## src/vrs_pkg.sv

```systemverilog
`timescale 1ns / 1ps
// Shared types, constants and elaboration-time CORDIC tables for vertex_rotate_scale.
package vrs_pkg;

	// field and register widths
	localparam int COORD_WIDTH_DEF = 16;
	localparam int COORD_FRAC      = 8;
	localparam int ANGLE_W         = 16;
	localparam int QTR_BITS        = 14;
	localparam int SCALE_W         = 16;
	localparam int SCALE_FRAC      = 8;
	localparam int CFG_IDX_W       = 1;
	localparam int CFG_DATA_W      = 16;

	localparam logic [CFG_IDX_W-1:0] REG_ROTATION_ANGLE = 1'd0;
	localparam logic [CFG_IDX_W-1:0] REG_SCALE_FACTOR   = 1'd1;

	localparam logic [ANGLE_W-1:0] ANGLE_RESET = 16'd0;
	localparam logic [SCALE_W-1:0] SCALE_RESET = 16'd256;

	// Q1.14 trig values, held as 16-bit signed
	localparam int TRIG_FRAC = 14;
	localparam int TRIG_W    = 16;

	// CORDIC chain: x/y carry 44 fraction bits, z is in quarter turns with 46 fraction bits
	localparam int CORDIC_STAGES = 44;
	localparam int XY_FRAC       = 44;
	localparam int XY_W          = XY_FRAC + 2;
	localparam int Z_FRAC        = 46;
	localparam int Z_W           = Z_FRAC + 2;

	localparam real TWO_OVER_PI = 0.63661977236758134308;

	typedef struct packed {
		logic signed [XY_W-1:0] x;
		logic signed [XY_W-1:0] y;
		logic signed [Z_W-1:0]  z;
	} cordic_vec_t;

	typedef struct packed {
		logic signed [TRIG_W-1:0] cos;
		logic signed [TRIG_W-1:0] sin;
	} trig_t;

	// atan(2^-i) in quarter turns, Z_FRAC fraction bits
	function automatic logic signed [Z_W-1:0] atan_const(input int i);
		real    a;
		longint v;
		a = $atan(2.0 ** (-i)) * TWO_OVER_PI * (2.0 ** Z_FRAC);
		v = longint'(a);
		return v[Z_W-1:0];
	endfunction

	// 1/K of the whole chain, XY_FRAC fraction bits, used as the start vector
	function automatic logic signed [XY_W-1:0] cordic_gain_inv();
		real    k;
		longint v;
		int     i;
		k = 1.0;
		for (i = 0; i < CORDIC_STAGES; i++) begin
			k = k * $cos($atan(2.0 ** (-i)));
		end
		v = longint'(k * (2.0 ** XY_FRAC));
		return v[XY_W-1:0];
	endfunction

endpackage

```

## src/vrs_xform.sv

```systemverilog
`timescale 1ns / 1ps
// Vertex datapath: rotate products, Q8.8 rounding, scale, round and saturate, with flow control.
module vrs_xform import vrs_pkg::*; #(
	parameter int COORD_WIDTH = COORD_WIDTH_DEF
) (
	input  logic                          clk,
	input  logic                          arst_n,
	input  logic                          hold,
	input  trig_t                         trig,
	input  logic [SCALE_W-1:0]            scale,
	input  logic                          in_valid,
	output logic                          in_stall,
	input  logic signed [COORD_WIDTH-1:0] vertex_x,
	input  logic signed [COORD_WIDTH-1:0] vertex_y,
	input  logic                          last_vertex,
	output logic                          out_valid,
	input  logic                          out_stall,
	output logic signed [COORD_WIDTH-1:0] out_x,
	output logic signed [COORD_WIDTH-1:0] out_y,
	output logic                          saturated,
	output logic                          out_last
);

	localparam int CW = COORD_WIDTH;
	localparam int PW = CW + TRIG_W;
	localparam int SW = PW + 1;
	localparam int RW = SW - TRIG_FRAC;
	localparam int MW = RW + SCALE_W + 1;
	localparam logic signed [SW-1:0] HALF_ROT = SW'(64'd1 << (TRIG_FRAC - 1));
	localparam logic signed [MW-1:0] HALF_SCL = MW'(64'd1 << (SCALE_FRAC - 1));
	localparam logic signed [MW-1:0] MAX_V = {{(MW - CW + 1){1'b0}}, {(CW - 1){1'b1}}};
	localparam logic signed [MW-1:0] MIN_V = {{(MW - CW + 1){1'b1}}, {(CW - 1){1'b0}}};

	logic rdy1, rdy2, rdy3, rdy4;
	logic v1_s1, v2_s2, v3_s3, v4_s4;

	logic signed [PW-1:0] xc_s1, ys_s1, xs_s1, yc_s1;
	logic                 last_s1;
	logic signed [SW-1:0] sum_x, sum_y;
	logic signed [SW-1:0] sum_x_sh, sum_y_sh;
	logic signed [RW-1:0] rx_s2, ry_s2;
	logic                 last_s2;
	logic signed [MW-1:0] px_s3, py_s3;
	logic                 last_s3;
	logic signed [MW-1:0] rnd_x, rnd_y;
	logic signed [MW-1:0] sh_x, sh_y;
	logic [CW:0]          clip_x, clip_y;
	logic signed [CW-1:0] x_s4, y_s4;
	logic                 sat_s4, last_s4;

	// {flag, value}
	function automatic logic [CW:0] clip_coord(input logic signed [MW-1:0] v);
		logic [CW:0] r;
		if (v > MAX_V) begin
			r = {1'b1, MAX_V[CW-1:0]};
		end else if (v < MIN_V) begin
			r = {1'b1, MIN_V[CW-1:0]};
		end else begin
			r = {1'b0, v[CW-1:0]};
		end
		return r;
	endfunction

	// a stage takes new data when it is empty or its content moves on
	assign rdy4     = !v4_s4 || !out_stall;
	assign rdy3     = !v3_s3 || rdy4;
	assign rdy2     = !v2_s2 || rdy3;
	assign rdy1     = !v1_s1 || rdy2;
	assign in_stall = hold || !rdy1;

	always_ff @(posedge clk or negedge arst_n) begin
		if (!arst_n) begin
			v1_s1 <= 1'b0;
			v2_s2 <= 1'b0;
			v3_s3 <= 1'b0;
			v4_s4 <= 1'b0;
		end else begin
			if (rdy1) begin
				v1_s1 <= in_valid && !hold;
			end
			if (rdy2) begin
				v2_s2 <= v1_s1;
			end
			if (rdy3) begin
				v3_s3 <= v2_s2;
			end
			if (rdy4) begin
				v4_s4 <= v3_s3;
			end
		end
	end

	assign sum_x    = SW'(xc_s1) - SW'(ys_s1) + HALF_ROT;
	assign sum_y    = SW'(xs_s1) + SW'(yc_s1) + HALF_ROT;
	assign sum_x_sh = sum_x >>> TRIG_FRAC;
	assign sum_y_sh = sum_y >>> TRIG_FRAC;

	assign rnd_x  = px_s3 + HALF_SCL;
	assign rnd_y  = py_s3 + HALF_SCL;
	assign sh_x   = rnd_x >>> SCALE_FRAC;
	assign sh_y   = rnd_y >>> SCALE_FRAC;
	assign clip_x = clip_coord(sh_x);
	assign clip_y = clip_coord(sh_y);

	always_ff @(posedge clk) begin
		if (rdy1) begin
			xc_s1   <= PW'(vertex_x) * PW'(trig.cos);
			ys_s1   <= PW'(vertex_y) * PW'(trig.sin);
			xs_s1   <= PW'(vertex_x) * PW'(trig.sin);
			yc_s1   <= PW'(vertex_y) * PW'(trig.cos);
			last_s1 <= last_vertex;
		end
		if (rdy2) begin
			rx_s2   <= sum_x_sh[RW-1:0];
			ry_s2   <= sum_y_sh[RW-1:0];
			last_s2 <= last_s1;
		end
		if (rdy3) begin
			px_s3   <= MW'(rx_s2) * MW'($signed({1'b0, scale}));
			py_s3   <= MW'(ry_s2) * MW'($signed({1'b0, scale}));
			last_s3 <= last_s2;
		end
		if (rdy4) begin
			x_s4    <= clip_x[CW-1:0];
			y_s4    <= clip_y[CW-1:0];
			sat_s4  <= clip_x[CW] | clip_y[CW];
			last_s4 <= last_s3;
		end
	end

	assign out_valid = v4_s4;
	assign out_x     = x_s4;
	assign out_y     = y_s4;
	assign saturated = sat_s4;
	assign out_last  = last_s4;

endmodule
```

## config.mk

```make
export PLATFORM = sky130hd
export DESIGN_NAME = vrs_xform
export DESIGN_NICKNAME = d
export VERILOG_FILES = /design/src/vrs_pkg.sv /design/src/vrs_xform.sv
export SDC_FILE = /design/constraint.sdc
export NUM_CORES = 2
export LEC_CHECK = 0
export ABC_AREA = 1
export BUFFER_PORTS_ARGS = -buffer_cell sky130_fd_sc_hd__buf_4
export CAP_MARGIN = 20
export CORE_ASPECT_RATIO = 2
export CORE_UTILIZATION = 40
export DETAILED_ROUTE_END_ITERATION = 12
export PLACE_DENSITY = 0.61
export SLEW_MARGIN = 20
export SYNTH_ARGS = -nofsm -noshare
export SYNTH_HDL_FRONTEND = slang
export SYNTH_SLANG_ARGS = --single-unit
```

## constraint.sdc

```tcl
create_clock -name clk -period 8.1 [get_ports clk]
set_clock_uncertainty 0.15 [all_clocks]
set_input_delay 0.405 -clock clk [delete_from_list [all_inputs] [get_ports clk]]
set_output_delay 0.405 -clock clk [all_outputs]
set_load 0.01 [all_outputs]
```

[Word-level counts from Yosys, hierarchy flattened]
Index checks and enable logic that the tools add are counted.
Storage, ports and cells
  flip-flop bits (word level): 279
  bits in latches: 0
  bits in writable memories: 0
  ROM bits: 0
  memories kept: 0
Cells by class
  add/subtract/negate cells: 6
  multiply operators: 6
  divide/modulo/power cells: 0
  magnitude comparators: 4
  equality and inequality tests: 0
  shift operators: 0
  muxes and demuxes: 4
  bitwise gates (word level): 1
  reduce and logical (&&, ||, !) cells: 13
Operators with widths (count)
  $mul A16 B16 Y32: 4
  $add A36 B9 Y36 const B: 2
  $mul A19 B17 Y36: 2
  $mux W17: 4
  $add A33 B15 Y33 const B: 2
  $gt A28 B16 Y1 const B: 2
  $lt A28 B16 Y1 const B: 2
  $add A32 B32 Y33: 1
  $sub A32 B32 Y33: 1
  $logic_not A1 Y1: 7
  $logic_or A1 B1 Y1: 5
  $logic_and A1 B1 Y1: 1
  $or A1 B1 Y1: 1

[Logic depth before layout (Yosys ltp)]
  depth in word-level cells: 7
  gate-level depth with buffers: 29
  mapped depth without buffers: 27

[Worst setup path after synthesis]
OpenSTA, ideal clock, no wires.
  path type: register -> output
  start: reg v4_s4, in the netlist out_valid
  end: out in_stall
  arrival time: 5885 ps
  path slack: 1660 ps
  cell stages (with the launch flop): 7
  path buffers: 0
  path through: dfrtp_1 > nand2_1 > nor2_1 > inv_1 > nor2_1 > nand2_1 > nand2_1
On the way
  longest elaborated chain between the ends: 7
RTL lines
  start, declared: line vrs_xform.sv:35  | logic v1_s1, v2_s2, v3_s3, v4_s4;
  start signal, assigned: line vrs_xform.sv:88  | v4_s4 <= v3_s3;
  $logic_not A1 Y1: line vrs_xform.sv:65  | assign rdy4 = !v4_s4 || !out_stall;
  $logic_or A1 B1 Y1: line vrs_xform.sv:65
  via rdy4: line vrs_xform.sv:34  | logic rdy1, rdy2, rdy3, rdy4;
  $logic_or A1 B1 Y1: line vrs_xform.sv:66  | assign rdy3 = !v3_s3 || rdy4;
  via rdy3: line vrs_xform.sv:34
  $logic_or A1 B1 Y1: line vrs_xform.sv:67  | assign rdy2 = !v2_s2 || rdy3;
  $logic_or A1 B1 Y1: line vrs_xform.sv:68  | assign rdy1 = !v1_s1 || rdy2;
  $logic_not A1 Y1: line vrs_xform.sv:69  | assign in_stall = hold || !rdy1;
  $logic_or A1 B1 Y1: line vrs_xform.sv:69
  end, declared: line vrs_xform.sv:12  | output logic in_stall,
The timed path passes the listed nets, and every way through them passes these cells.

[Final worst setup path]
  start: reg rx_s2[18]
  end: reg px_s3[31], data pin
On the way
  longest elaborated chain between the ends: 1
RTL lines
  start, declared: line vrs_xform.sv:41  | logic signed [RW-1:0] rx_s2, ry_s2;
  start signal, assigned: line vrs_xform.sv:114  | rx_s2 <= sum_x_sh[RW-1:0];
  $mul A19 B17 Y36: line vrs_xform.sv:119  | px_s3 <= MW'(rx_s2) * MW'($signed({1'b0, scale}));
  end signal, assigned: line vrs_xform.sv:119
  end, declared: line vrs_xform.sv:43  | logic signed [MW-1:0] px_s3, py_s3;
Every way passes these cells.
A chain may end at the register's enable or synchronous reset.

==> metrics.txt <==
Max stage delay on crit path roughly 800 ps; vias around 60000; synthesized cell area 0.0784 mm2; top cell type's share of synthesized area between 40% and 50%; ys flop type edfxtp_1; GRT Resource Usage Total a little over a quarter; CTS Sinks ~270; DRC 32; worst slew pin tran around 1100 ps; register bit total from synthesis ~270; max-slew violations 0; post-synth top area cell fa_1; Critical Path Fanout Max 16; drt total wl ~260000 um; post-CTS sizing 0; multi-input logic area ~0.058 mm2; Layout Area Growth over Synthesis 5.28%; wire per inst around 21 um; IO buf count between 100 and 150; initial antenna violation count 6; Rel. slew slack between 20% and 30%; syn_nets between 10000 and 15000; minimum clock period 6710 ps; cts bufs inserted 29; Clk Latency, worst-skew pair roughly 650 ps; largest net degree at the start of global routing between 100 and 150; Ports approximately 120; CTS tree built; worst min-delay path class in -> reg; Crit. Startpoint rx_s2[18]$_DFFE_PP_; drt initial violations between 3000 and 4000; number of global-route vias before repair roughly 67000; sequential area share after synthesis 10.1%; RSZ-0062 raised after global routing false; Hold WS 125 ps; gr ovfl total 0; CTS Buffer Depth 3; number of max-cap violations 0; Pre-Repair DR Iteration Count 10; Worst setup SP type flip-flop; count of cell types in the netlist 56; # hold bufs at CTS 5; period utilisation layout between 80 and 90%; Req. time, crit path about 8300 ps; post-DP HPWL roughly 210000 um; Setup-failing EPs final 0; Slowest-stage cell, CP fa_1; Worst Slack Setup Final 1390 ps; vias per cell about 5; htree depth 1; r2r worst-path depth 16; share of layout cells above drive strength 1 under 10%; # Post-CTS Setup Buffers 0; Cell Chain, Critical Path nand2_1 -> inv_1 -> fa_1 -> fa_1 -> inv_1 -> fa_1 -> fa_1 -> fa_1 -> fa_1 -> inv_1 -> ha_1 -> a21oi_1 -> o21ai_0 -> a221oi_1 -> o21ai_0 -> xor2_1; Synth area leaders fa_1 42%, inv_1 14%, nand2_1 11%; gpl congestion ~0.97; FF-to-FF setup slack between 1000 and 1500 ps; antenna viol nets, final 0; Post-DP Area about 0.081 mm2; Worst R2R End px_s3[31]$_DFFE_PP_; Design Area, Final 0.0826 mm2; Die Y about 630 um; crit path to px_s3[31]$_DFFE_PP_; starting density of the core 40.3%; die area ~0.20 mm2; CP most frequent cell fa_1; FMAX 149 MHz; crit path DAT slightly below 7000 ps; wire length of the first global-routing pass slightly below 400000 um; Placeable Area 0.195 mm2; nets@finish between 10000 and 15000; critical path class reg -> reg; Critical Path End Type flip-flop; Sequential Area 0.00794 mm2; die width around 320 um; Post-Synthesis Cells ~9500; number of cell rows about 230; violated checks design-rule violations; setup_tns 0 ps; async set-reset flop share out of synthesis 1.51%; status complete, but fails checks; pre-CTS setup slack roughly 940 ps; synth warn 0; Hold Vio Cnt, Final 0; filler instances between 15000 and 20000; clock root cell clkbuf_16; Clock transition at path regs around 80 ps; Post-Syn Area per Cell approximately 8.2 um2; Post-synth EDFFs 261; R2R Path Start rx_s2[18]$_DFFE_PP_
[cell type report]
class / count / share of cell area [%]
Inverter: 2956 / 13.4
Antenna cell: 5 / 0.0152
Sequential cell: 265 / 9.61
Tap cell: 2541 / 3.85
Timing Repair Buffer: 157 / 1.46
Clock buffer: 31 / 0.888
Multi-Input combinational cell: 5992 / 70.4
Clock inverter: 22 / 0.338
[cells by family after synthesis]
logic type | share of synthesized area, %
fa+ha+maj | 52.4
buf+inv | 15.8
compound gates | 4.39
flops | 10.1
xor+xnor | 3.07
simple gates | 14.3
[layer usage]
metal | track usage [%] | part of all wire, % | vias up
li1 | - | - | 27100
met1 | 23.4 | 30 | 30200
met2 | 50.3 | 55 | 1916
met3 | 2.63 | 4.2 | 874
met4 | 25.3 | 12 | 8
met5 | 0 | 0.015 | -
[cell usage after synthesis, types with 14 or more instances]
cell type / number
a21oi_1: 257
edfxtp_1: 261
ha_1: 630
a31oi_1: 23
nand2_1: 2252
clkbuf_1: 321
xor2_1: 150
a21o_1: 47
nand3_1: 129
xnor2_1: 123
inv_1: 2953
nor2_1: 328
o21ai_0: 138
nor4_1: 14
nor3_1: 47
fa_1: 1658
nand4_1: 37
o21bai_1: 28
a221oi_1: 16
[sequential cells by signal, summed over array words and instances (netlist names), 16 cells and up]
signal / cells
ys_s1: 32
ry_s2: 19
px_s3: 29
yc_s1: 32
out_y: 16
xc_s1: 32
xs_s1: 32
out_x: 16
py_s3: 29
rx_s2: 19
[worst max-delay path: cells and delay by family (launching register included)]
| kind | cells | cell delay, ps |
|---|---|---|
| XOR/XNOR | 1 | 170 |
| flip-flops | 1 | 770 |
| AO/OA/AOI/OAI | 4 | 960 |
| buffers and inverters | 3 | 460 |
| AND/OR/NAND/NOR | 1 | 210 |
| adder cells (fa/ha/maj) | 7 | 3710 |
[stage by stage]
step,utilization [%],cells
after floorplan,-,9546
after global placement,41.9,11900
after detailed placement,41.9,11900
after CTS,42.4,12000
after global routing,42.4,12000
final,42.4,12000
[layout by cell type, fill, tap and decap left out, types with 123 or more instances in the layout]
master / count
a21oi_1: 257
o21ai_0: 138
inv_1: 2951
fa_1: 1658
nand2_1: 2250
buf_4: 151
nand3_1: 129
xnor2_1: 123
nor2_1: 328
edfxtp_1: 261
ha_1: 630
xor2_1: 150
[worst min-delay path by stage]
stage,from,endpoint,slack (ps),depth (start not counted)
2_1_floorplan,arst_n,out_valid$_DFFE_PN0P_,-40,0
3_3_place_gp,arst_n,out_valid$_DFFE_PN0P_,50,1
3_5_place_dp,arst_n,out_valid$_DFFE_PN0P_,50,1
4_1_cts,out_stall,out_valid$_DFFE_PN0P_,120,4
5_1_grt,vertex_x[0],xc_s1[0]$_DFFE_PN_,200,3
6_report,out_stall,out_valid$_DFFE_PN0P_,130,4
Power is left out: the tool's default activity adds up to more than one toggle a clock period on the data nets, which glitch-free logic cannot reach.
